[config.mk]
export PLATFORM = sky130hd
export DESIGN_NAME = trlc_front
export DESIGN_NICKNAME = d
export VERILOG_FILES = /design/src/design/trlc_pkg.sv /design/src/design/trlc_front.sv
export VERILOG_INCLUDE_DIRS = /design/src /design/src/design
export SDC_FILE = /design/constraint.sdc
export NUM_CORES = 1
export LEC_CHECK = 0
export BUFFER_PORTS_ARGS = -buffer_cell sky130_fd_sc_hd__buf_2
export CORE_UTILIZATION = 35
export DETAILED_ROUTE_END_ITERATION = 8
export GPL_TIMING_DRIVEN = 0
export SYNTH_ARGS = -nofsm -noshare
export SYNTH_HDL_FRONTEND = slang
export SYNTH_SLANG_ARGS = --single-unit
[constraint.sdc]
create_clock -name clk_i -period 7.1 [get_ports clk_i]
set_input_delay 1.42 -clock clk_i [delete_from_list [all_inputs] [get_ports clk_i]]
set_output_delay 1.42 -clock clk_i [all_outputs]
set_load 0.01 [all_outputs]
[src/design/assert_macros.svh]
// Assertion macros shared by the cache RTL.
// Included by modules that carry concurrent checks.
`ifndef ASSERT_MACROS_SVH
`define ASSERT_MACROS_SVH
// Check that a condition implies a consequence on the same edge.
`define ASSERT_IMPL(lbl, clk, rst_n, a, c) \
  lbl: assert property (@(posedge clk) disable iff (!rst_n) (a) |-> (c)) \
    else $error("assertion failed");
// Check that a condition implies a consequence in the next cycle.
`define ASSERT_NEXT(lbl, clk, rst_n, a, c) \
  lbl: assert property (@(posedge clk) disable iff (!rst_n) (a) |=> (c)) \
    else $error("assertion failed");
`endif

[src/design/trlc_pkg.sv]
// Package for the tag range line cache: sizes, kinds and queue entry type.
// Used by every module of the cache.
package trlc_pkg;
  localparam int NumLines      = 64;
  localparam int WordsPerLine  = 8;
  localparam int WordBytes     = 8;
  localparam int BacktraceCoef = 2;
  localparam int TagBits       = 32;

  localparam logic [1:0] KindPut      = 2'd0;
  localparam logic [1:0] KindFind     = 2'd1;
  localparam logic [1:0] KindFindInv  = 2'd2;
  localparam logic [1:0] KindFindWord = 2'd3;

  typedef struct packed {
    logic [1:0]  kind;
    logic [31:0] first_tag;
    logic [31:0] tag;
    logic [2:0]  word_slot;
    logic [5:0]  line_select;
    logic [63:0] word_data;
    logic [3:0]  byte_count;
    logic        is_final;
  } req_t;

  typedef struct packed {
    logic        found;
    logic [5:0]  line_index;
    logic [63:0] read_data;
    logic [3:0]  read_length;
  } rsp_t;
endpackage

[src/design/trlc_front.sv]
// Front end: two-entry queue that accepts and buffers items.
// Depends on trlc_pkg.
module trlc_front (
  input  logic                clk_i,
  input  logic                rst_ni,
  input  logic                in_valid_i,
  output logic                in_ready_o,
  input  trlc_pkg::req_t      in_data_i,
  output logic                q_valid_o,
  input  logic                q_pop_i,
  output trlc_pkg::req_t      q_data_o
);
  trlc_pkg::req_t mem_q [2];
  logic [1:0] cnt_q, cnt_d;
  logic       rd_q, wr_q;
  logic       push;

  assign in_ready_o = (cnt_q != 2'd2);
  assign push       = in_valid_i && in_ready_o;
  assign q_valid_o  = (cnt_q != 2'd0);
  assign q_data_o   = mem_q[rd_q];

  // Track fill level
  always_comb begin
    cnt_d = cnt_q;
    if (push && !(q_pop_i && q_valid_o)) cnt_d = cnt_q + 2'd1;
    else if (!push && q_pop_i && q_valid_o) cnt_d = cnt_q - 2'd1;
  end

  always_ff @(posedge clk_i or negedge rst_ni) begin
    if (!rst_ni) begin
      cnt_q <= 2'd0;
      rd_q  <= 1'b0;
      wr_q  <= 1'b0;
    end else begin
      cnt_q <= cnt_d;
      if (push) wr_q <= !wr_q;
      if (q_pop_i && q_valid_o) rd_q <= !rd_q;
    end
  end

  // Store payload
  always_ff @(posedge clk_i) begin
    if (push) mem_q[wr_q] <= in_data_i;
  end

`include "assert_macros.svh"
  `ASSERT_IMPL(a_no_overflow, clk_i, rst_ni, 1'b1, cnt_q <= 2'd2)
  `ASSERT_NEXT(a_full_after, clk_i, rst_ni, cnt_q == 2'd1 && push && !q_pop_i,
               !in_ready_o)
  `ASSERT_IMPL(a_pop_valid, clk_i, rst_ni, q_pop_i, q_valid_o)
endmodule

### Yosys cells after proc, flatten, opt, wreduce, memory -nomap -nowiden

Memory sizes are Yosys's and may differ from the RTL's.
Cells that the tools add are included.

* output and inout port bits: 146
* register bits: 4
* bits of input ports: 148
* RAM bits: 288
* memories: 1
* word-level logic and storage cells: 22

* equal/unequal tests: 1
* mux-type cells: 4
* $add $sub $neg: 2
* reductions and logical operators: 11

Memory list
* mem_q: words 2, width 144, read ports 1, clocked after Yosys merged registers in 0, write ports 1, RTL line trlc_front.sv:13 `trlc_pkg::req_t mem_q [2];`

Operators by type and width (count)
* logical AND 1 bit: 5
* logical NOT 1 bit: 4
* 2-to-1 mux 2 bit: 2
* nonzero test 2 bit: 2
* adder 2 x 1 -> 2 bit (second input constant): 1
* 2-to-1 mux 1 bit: 2
* inequality test 2 bit (second input constant): 1
* subtractor 2 x 1 -> 2 bit (second input constant): 1

### Logic depth before layout (Yosys ltp)

Gate-level depths: netlist of run 1.

* depth after elaboration: 7
* depth in mapped cells: 4
* mapped depth without buffers: 3

### Least setup slack after synthesis of run 1

No wires, ideal clock.

* kind: input port to flip-flop
* start point: input port in_valid_i
* end point: memory mem_q[0][0] (netlist bit), enable pin
* stages on the path: 2
* path slack: -1.025 ns
* arrival: 7.476 ns
* data required time: 6.451 ns
* buffers on the path: 0
* setup time: 0.649 ns
* cells stage by stage: nand2_1 > nor2_1

* cells in the longest elaborated chain, start to end: 3

RTL lines
* from (decl): RTL line trlc_front.sv:6 `input logic in_valid_i,`
* logical AND 1 bit: RTL line trlc_front.sv:19 `assign push = in_valid_i && in_ready_o;`
* 2-to-1 mux 1 bit: RTL line trlc_front.sv:44 `if (push) mem_q[wr_q] <= in_data_i;`
* 2-to-1 mux 1 bit (not written as such): RTL line trlc_front.sv:44
* to (decl): RTL line trlc_front.sv:13

Every way passes these cells.

==> out/results.tsv, run 1 <==
stage	metric	value	unit
run_status	outcome	completed	
grt	busiest_layer	met2	
die	core-area	30000	um2
power_and_ir_drop	p_total	0.00547	W
synth	synth_area	10800	um2
worst_setup_path	slowest_delay	380	ps
clock_network	path_clk_slew	60	ps
synth	async_flop_share	0.0137	
drt	viasPerCell	4.51	
timing	fin_crit	3320	ps
min_path	holdPathStages	1	
clock_network	ctsHoldBuffers	0	
drt	dr.pass1.iters	4	
timing	rsz0062_at_grt	false	
worst_setup_path	cpMostUsedCell	buf_2	
worst_setup_path	crit_type	reg2out	
worst_setup_path	regToRegSetupSlack	4880	ps
power_and_ir_drop	peakVddDrop	0.000258	V
synth	synth_cell_types	19	
layout	instances_no_fill	1217	
grt	grt_max_degree	60	
clock_network	postCtsSetupRepairBufs	0	
layout	final_core_util	0.462	
grt	track_usage	0.130	
timing	post-route-period-util	0.468	
synth	syn-num-nets	617	
die	chipHeight	178	um
clock_network	clock_sinks	292	
die	dieArea	31500	um2
synth	synth_top_area_cell	edfxtp_1	
worst_setup_path	end_kind	primary output	
clock_network	cts_max_path_buffers	3	
placement	dpl.cell_count	1160	
grt	grt_pass1_wl	31.5	mm
timing	fin_tns_setup	0	ps
placement	hpwl	14.3	mm
synth	synth_commonest_cells	edfxtp_1 (288), mux2_2 (94), mux2_4 (50), buf_2 (9), buf_6 (7)	
clock_network	cts.repair.resized	0	
worst_setup_path	cp.required	5680	ps
clock_network	cts_root_buf	clkbuf_16	
worst_setup_path	cp-start-kind	flip-flop	
grt	grt_overflow	0	
synth	synth_area_leaders	edfxtp_1 (80%), mux2_2 (9.8%), mux2_4 (7.0%)	
min_path	holdPathEnd	cnt_q[0]$_DFFE_PN0P_	
min_path	holdCritStartpoint	cnt_q[0]$_DFFE_PN0P_	
clock_network	cts_tree	done	
synth	synth_seq_cells	292	
synth	synth-edff-count	288	
flow_run	max_cap_violations	0	
drt	drc	0	
synth	ys_seq_area_frac	0.811	
grt	use_met3	0.0476	
synth	synth_cells	469	
timing	timing.hold.ws	553	ps
worst_setup_path	worstPathMaxFanout	10	
layout	nets	951	
timing	setup_viol	0	
placement	numPortBuffers	293	
worst_setup_path	crit_chain	buf_6 > buf_2 > mux2_2 > buf_2	
synth	ys_warn_count	0	
synth	synth_top_area_frac	0.802	
drt	routedWlPerCell	17.4	um
timing	slew-limit-headroom	0.638	
clock_network	htreeDepth	1	
die	rows	63	
timing	skew	17.0	ps
grt	antenna_found_initial	5	
grt	gr-usage-met1	0.155	
layout	synthToLayoutAreaGrowth	28.2	%
worst_setup_path	ff2ff_path_depth	6	
clock_network	cts_buffers	31	
power_and_ir_drop	p_leak	5.30	nW
timing	final_hold_viol_count	0	
die	pin_count	294	
timing	tightest_slew	541	ps
drt	drt_iter0_markers	278	
drt	routed_wl	21.2	mm
timing	fmax	301	MHz
timing	report.final.slew_viol_count	0	
clock_network	insertion_delay	540	ps
worst_setup_path	rr_endpoint	mem_q[0][108]$_DFFE_PP_	
min_path	hp-class	reg2reg	
drt	vias	5487	
die	initial_core_util	0.360	
synth	synth.most_common_cell	edfxtp_1	
grt	met2_usage	0.218	
synth	avgSynthCellArea	23.0	um2
placement	place.gp.congestion	0.713	
die	die_w	178	um
worst_setup_path	worstReg2RegStart	cnt_q[0]$_DFFE_PN0P_	
drt	ant_nets	0	
worst_setup_path	cp.arrival	1900	ps
worst_setup_path	slowest_stage	mux2_2	
power_and_ir_drop	powerDensity	396	nW/um2
synth	synthFlopType	edfxtp_1	
layout	drive_gt1_frac	0.609	
grt	grt_pass1_vias	5703	
-- worst max-delay path, delay by kind of cell, from the launching register on --
family   cells  cell delay, ps
flops        1             330
mux          1             380
buf+inv      3             640
-- metrics by stage --
step                      instance area (um2)  worst slack, ps
after floorplan                         10800             1410
after global placement                  12700            -1260
after detailed placement                12900             3890
after CTS                               13800             3670
after global routing                    13800             3650
final                                   13800             3780
-- state kept, by name (all words and copies together) (netlist names) --
name,count
cnt_q,2
mem_q,288
rd_q,1
wr_q,1
-- layout make-up --
class / instances / area, um2
multi-input cells: 160 / 1920
diodes: 3 / 7.51
flip-flops and latches: 292 / 8750
fillers: 2655 / 16100
inverters: 1 / 3.75
plain buffers: 16 / 124
clock buffers: 44 / 825
clock inverters: 10 / 56.3
repair buffers: 301 / 1660
well taps: 390 / 488
-- where the power goes --
| group | switching (W) | internal, W | leakage, nW |
|---|---|---|---|
| Combinational | 0.000881 | 0.000827 | 2.13 |
| Clock | 0.000609 | 0.000801 | 0.426 |
| Sequential | 0.0000680 | 0.00229 | 2.74 |
| Total | 0.00156 | 0.00392 | 5.30 |
-- worst max path at each step --
| stage | start | endpoint | slack, ps |
|---|---|---|---|
| floorplan | in_valid_i | mem_q[0][0]$_DFFE_PP_ | 1410 |
| detailed placement | in_valid_i | mem_q[0][108]$_DFFE_PP_ | 3890 |
| CTS | rd_q$_DFFE_PN0P_ | q_data_o[72] | 3670 |
| finish | rd_q$_DFFE_PN0P_ | q_data_o[72] | 3780 |
| global placement | in_valid_i | mem_q[0][108]$_DFFE_PP_ | -1260 |
| global route | rd_q$_DFFE_PN0P_ | q_data_o[72] | 3650 |
-- cells by family (layout without fill, tap and decap cells) --
family	Yosys count	in the layout	synth area share
multiplexers	144	144	0.168
buffers and inverters	17	372	0.0118
AO/OA/AOI/OAI	6	6	0.00325
AND/OR/NAND/NOR	8	8	0.00406
other	0	3	0
XOR/XNOR	2	2	0.00162
flip-flops	292	292	0.811
-- per-layer routing --
layer  up-vias  routed length, um
li1       2556                  -
met1      2681               8320
met2       205              10400
met3        41               1870
met4         4                559
met5         -                 22
-- placed cells by master, fill, tap and decap left out --
cell type,n
buf_16,4
buf_6,7
and3_4,1
nor2b_1,1
mux2_4,50
nand2_1,2
buf_2,302
edfxtp_1,288
a21boi_0,1
buf_12,4
clkinv_2,4
xnor2_1,2
nor3b_1,1
clkinv_1,3
clkbuf_1,13
mux2_2,94
o21ai_0,2
clkinvlp_4,1
nor2_4,1
dfrtp_1,4
clkbuf_16,31
nand2b_1,1
or2_2,1
inv_1,1
a21oi_1,2
clkinv_4,2
o211ai_1,1
diode_2,3
No activity file was read; power rests on OpenSTA's default activity.
==> run 2, diff against run 1 <==
==> constraint.sdc (replaced) <==
create_clock -name clk_i -period 3.44 [get_ports clk_i]
set_input_delay 0.688 -clock clk_i [delete_from_list [all_inputs] [get_ports clk_i]]
set_output_delay 0.688 -clock clk_i [all_outputs]
set_load 0.01 [all_outputs]
==> out/results.tsv, run 2 (same netlist as run 1, synthesis figures left out) <==
stage	metric	value	unit
run_status	outcome	completed	
layout	final_cell_mix	buf_2 (302), edfxtp_1 (288), mux2_2 (94)	
grt	busiest_layer	met2	
timing	setup_viol	0	
timing	tightest_slew	679	ps
clock_network	cts.repair.resized	0	
power_and_ir_drop	pwr-share-clk	0.269	
worst_setup_path	cpMostUsedCell	buf_6	
power_and_ir_drop	p_leak	5.32	nW
drt	drc	0	
layout	multi_input_area	1920	um2
worst_setup_path	slowest_delay	340	ps
grt	met2_usage	0.221	
clock_network	cts_buffers	31	
die	dieArea	31500	um2
clock_network	cts_tree	done	
clock_network	cts_root_buf	clkbuf_16	
die	rows	63	
grt	gr-usage-met1	0.149	
layout	final_core_util	0.463	
power_and_ir_drop	intPower	0.00822	W
power_and_ir_drop	combPwrFrac	0.306	
worst_setup_path	slowest_stage	dfrtp_1	
die	initial_core_util	0.360	
power_and_ir_drop	swShare	0.282	
layout	regMostFlops	mem_q	
grt	grt_pass1_vias	5641	
timing	slew-limit-headroom	0.547	
worst_setup_path	end_kind	primary output	
die	core-area	30000	um2
power_and_ir_drop	p_total	0.0114	W
timing	final_hold_viol_count	0	
layout	nFillCells	2642	
clock_network	clock_sinks	292	
timing	timing.hold.ws	333	ps
layout	drive_gt1_frac	0.608	
die	die_w	178	um
layout	synthToLayoutAreaGrowth	28.5	%
grt	grt_overflow	0	
drt	drt_iter0_markers	174	
layout	layout_commonest_cell	buf_2	
drt	routedWlPerCell	17.3	um
grt	track_usage	0.128	
timing	fmax	385	MHz
clock_network	insertion_delay	540	ps
clock_network	cts_max_path_buffers	3	
worst_setup_path	cp-start-kind	flip-flop	
grt	antenna_found_initial	2	
drt	dr.pass1.iters	4	
min_path	hp-class	in2reg	
flow_run	max_cap_violations	0	
drt	vias	5432	
layout	nets	951	
placement	place.gp.congestion	0.707	
placement	place_area	12900	um2
clock_network	path_clk_slew	60	ps
worst_setup_path	crit_chain	buf_6 > buf_6 > buf_6 > mux2_4 > buf_2	
timing	post-route-period-util	0.755	
layout	register_area	8750	um2
power_and_ir_drop	pwr-share-seq	0.425	
grt	grt_pass1_wl	30.7	mm
worst_setup_path	cp.required	2750	ps
drt	ant_nets	0	
timing	skew	10.3	ps
worst_setup_path	cp.arrival	1910	ps
placement	hpwl	14.3	mm
grt	use_met3	0.0499	
die	pin_count	294	
clock_network	htreeDepth	1	
drt	viasPerCell	4.46	
layout	stdcell_area	13900	um2
timing	fin_crit	2600	ps
worst_setup_path	worstPathMaxFanout	10	
layout	largest_registers	mem_q (288), cnt_q (2)	
die	chipHeight	178	um
timing	rsz0062_at_grt	false	
clock_network	postCtsSetupRepairBufs	0	
power_and_ir_drop	power.switching	0.00322	W
power_and_ir_drop	peakVddDrop	0.000586	V
worst_setup_path	crit_type	reg2out	
power_and_ir_drop	powerDensity	826	nW/um2
grt	grt_max_degree	53	
drt	routed_wl	21.1	mm
timing	report.final.slew_viol_count	0	
layout	largest_reg_flops	288	
placement	numPortBuffers	293	
-- run 2: changes by cell type in the layout (fill, tap and decap cells not counted) --
cell           previous run  this run
buf_12                    4         5
inv_8                     0         1
clkinv_2                  4         5
clkinv_1                  3         4
diode_2                   3         1
dlygate4sd3_1             0         1
bufinv_16                 0         2
clkinv_4                  2         0
buf_16                    4         2
-- run 2: worst max-delay path, delay by kind of cell (launching register included) --
kind	cells	cell delay, ps
DFF	1	340
buffers and inverters	4	710
muxes	1	320
-- run 2: path summary, 6_finish.rpt --
kind	start	endpoint	slack, ps	cells after the start
max in group asynchronous	rst_ni	cnt_q[1]$_DFFE_PN0P_	2820	2
setup / recovery	rd_q$_DFFE_PN0P_	q_data_o[77]	840	5
setup reg to reg	cnt_q[0]$_DFFE_PN0P_	mem_q[1][67]$_DFFE_PP_	1130	4
hold / removal	in_data_i[134]	mem_q[1][134]$_DFFE_PP_	330	1
min in group asynchronous	rst_ni	cnt_q[0]$_DFFE_PN0P_	490	2
hold reg to reg	cnt_q[0]$_DFFE_PN0P_	cnt_q[0]$_DFFE_PN0P_	550	1
-- run 2: routing by layer --
| metal | vias to the layer above | wire (um) |
|---|---|---|
| met1 | 2636 | 8320 |
| met4 | 2 | 393 |
| li1 | 2552 | - |
| met2 | 214 | 10400 |
| met5 | - | 13 |
| met3 | 28 | 2010 |
-- run 2: cell type report --
cell class / instances / share of cell area
multi-input cells: 160 / 0.138
flip-flops and latches: 292 / 0.631
clock inverters: 13 / 0.00858
clock buffers: 44 / 0.0595
inverters: 1 / 0.000271
diodes: 1 / 0.000181
repair buffers: 301 / 0.118
well taps: 390 / 0.0352
plain buffers: 16 / 0.00894
-- run 2: timing repair --
item | in CTS | in global routing
endpoints found under the hold margin | 4 | 0
hold buffers | 1 | 0
setup endpoints to repair | 0 | 0
-- run 2: power groups by stage --
stage | combinational [W] | sequential [W] | clock (W)
3_5_place_dp | 0.00358 | 0.00494 | 0
2_1_floorplan | 0.00221 | 0.00495 | 0
3_3_place_gp | 0.00348 | 0.00501 | 0
4_1_cts | 0.00360 | 0.00487 | 0.00320
6_report | 0.00350 | 0.00486 | 0.00308
5_1_grt | 0.00379 | 0.00492 | 0.00331
-- run 2: stage by stage --
| step | TNS, ps | worst slack, ps | cells |
|---|---|---|---|
| floorplan | 0 | 92.6 | 469 |
| global placement | -330280 | -1520 | 1152 |
| detailed placement | 0 | 856 | 1159 |
| CTS | 0 | 762 | 1217 |
| global route | 0 | 732 | 1217 |
| finish | 0 | 843 | 1218 |
==> run 3, diff against run 2 <==
==> constraint.sdc (replaced) <==
create_clock -name clk_i -period 2.3 [get_ports clk_i]
set_input_delay 0.46 -clock clk_i [delete_from_list [all_inputs] [get_ports clk_i]]
set_output_delay 0.46 -clock clk_i [all_outputs]
set_load 0.01 [all_outputs]
==> out/results.tsv, run 3 (same netlist as run 1, synthesis figures left out) <==
stage	metric	value	unit
run_status	outcome	complete, but fails checks	
run_status	violations	negative setup slack	
worst_setup_path	crit_type	reg2out	
layout	final_cell_mix	edfxtp_1 (288), buf_2 (245), mux2_2 (94)	
die	dieArea	31500	um2
placement	place.gp.congestion	0.710	
drt	ant_nets	0	
placement	place_area	13000	um2
clock_network	cts_tree	done	
worst_setup_path	regToRegSetupSlack	220	ps
flow_run	max_cap_violations	0	
worst_setup_path	worstPathMaxFanout	10	
layout	final_core_util	0.486	
layout	regMostFlops	mem_q	
power_and_ir_drop	p_leak	5.59	nW
worst_setup_path	ff2ff_path_depth	3	
timing	fin_ws	-16.5	ps
grt	grt_pass1_wl	31.5	mm
clock_network	path_clk_slew	60	ps
placement	pre_cts_slack	-125	ps
drt	routedWlPerCell	17.8	um
timing	fin_tns_setup	-225	ps
timing	final_hold_viol_count	0	
placement	numPortBuffers	293	
timing	fin_crit	2320	ps
die	die_w	178	um
grt	grt_max_degree	50	
clock_network	cts_root_buf	clkbuf_16	
timing	post-route-period-util	1.01	
min_path	holdPathStages	1	
timing	fmax	432	MHz
layout	nFillCells	2605	
die	initial_core_util	0.360	
layout	drive_gt1_frac	0.618	
timing	timing.hold.ws	96.3	ps
worst_setup_path	cp.arrival	1860	ps
power_and_ir_drop	peakVddDrop	0.00105	V
drt	drt_iter0_markers	266	
grt	grt_pass1_vias	5612	
worst_setup_path	cp-start-kind	flip-flop	
layout	nets	963	
placement	hpwl	14.2	mm
die	core-area	30000	um2
clock_network	cts_buffers	31	
timing	skew	20.8	ps
timing	slew-limit-headroom	0.496	
drt	dr.pass1.iters	4	
clock_network	clock_sinks	292	
die	pin_count	294	
timing	rsz0062_at_grt	true	
drt	viasPerCell	4.49	
timing	tightest_slew	756	ps
clock_network	insertion_delay	550	ps
layout	largest_registers	mem_q (288), cnt_q (2)	
clock_network	cts_max_path_buffers	3	
min_path	holdPathEnd	mem_q[0][133]$_DFFE_PP_	
grt	track_usage	0.132	
die	chipHeight	178	um
clock_network	htreeDepth	1	
min_path	hp-class	in2reg	
layout	layout_commonest_cell	edfxtp_1	
drt	drc	0	
drt	vias	5516	
power_and_ir_drop	powerDensity	1270	nW/um2
worst_setup_path	worstReg2RegStart	wr_q$_DFFE_PN0P_	
timing	setup_viol	44	
grt	antenna_found_initial	2	
min_path	holdCritStartpoint	in_data_i[133]	
grt	grt_overflow	0	
timing	report.final.slew_viol_count	0	
worst_setup_path	cp.required	1840	ps
layout	synthToLayoutAreaGrowth	35.0	%
worst_setup_path	rr_endpoint	mem_q[1][113]$_DFFE_PP_	
die	rows	63	
drt	routed_wl	21.9	mm
worst_setup_path	end_kind	primary output	
layout	largest_reg_flops	288	
layout	stdcell_area	14600	um2
run 3: worst max-delay path by stage:
stage | start | end | slack (ps) | depth (start not counted)
floorplan | cnt_q[0]$_DFFE_PN0P_ | mem_q[0][0]$_DFFE_PP_ | -860 | 3
global placement | in_valid_i | mem_q[0][109]$_DFFE_PP_ | -2350 | 3
detailed placement | in_valid_i | mem_q[1][109]$_DFFE_PP_ | -120 | 4
CTS | rd_q$_DFFE_PN0P_ | q_data_o[63] | -70 | 4
global route | rd_q$_DFFE_PN0P_ | q_data_o[21] | -90 | 5
finish | rd_q$_DFFE_PN0P_ | q_data_o[106] | -20 | 5
run 3: cell type report:
cell class	instances	area (um2)	area share
Antenna cell	2	5.00	0.000344
Multi-Input combinational cell	162	1950	0.134
Clock inverter	21	166	0.0114
Inverter	1	3.75	0.000258
Sequential cell	292	8750	0.601
Clock buffer	34	787	0.0541
Tap cell	390	488	0.0335
Timing Repair Buffer	311	2140	0.147
Buffer	16	265	0.0182
run 3: per-stage QoR:
stage	instances	total power, W
2_1_floorplan	469	0.0107
3_3_place_gp	1152	0.0127
3_5_place_dp	1160	0.0128
4_1_cts	1222	0.0185
5_1_grt	1227	0.0193
6_report	1229	0.0184
run 3: worst max-delay path: stages, from the launching register on:
cell,delay [ps]
dfrtp_2,410
buf_8,150
buf_12,150
buf_12,150
mux2_4,300
buf_6,120
run 3: routing by layer:
layer | track usage | vias up | part of all wire
li1 | - | 2585 | -
met1 | 0.156 | 2700 | 0.40
met2 | 0.229 | 189 | 0.50
met3 | 0.0431 | 40 | 0.073
met4 | 0.0374 | 2 | 0.023
met5 | 0 | - | 0.00055
run 3: repair_timing:
action	in CTS	in global routing
gates resized for setup	84	6
pin swaps	0	1
hold endpoints to repair	4	0
setup endpoints to repair	188	190
buffers inserted	3	0
hold buffers	1	0
cloned	3	5
run 3: where the power goes:
| group | internal (W) | total (W) | switching, W |
|---|---|---|---|
| registers | 0.00706 | 0.00729 | 0.000229 |
| clock network | 0.00276 | 0.00466 | 0.00190 |
| logic | 0.00351 | 0.00647 | 0.00296 |
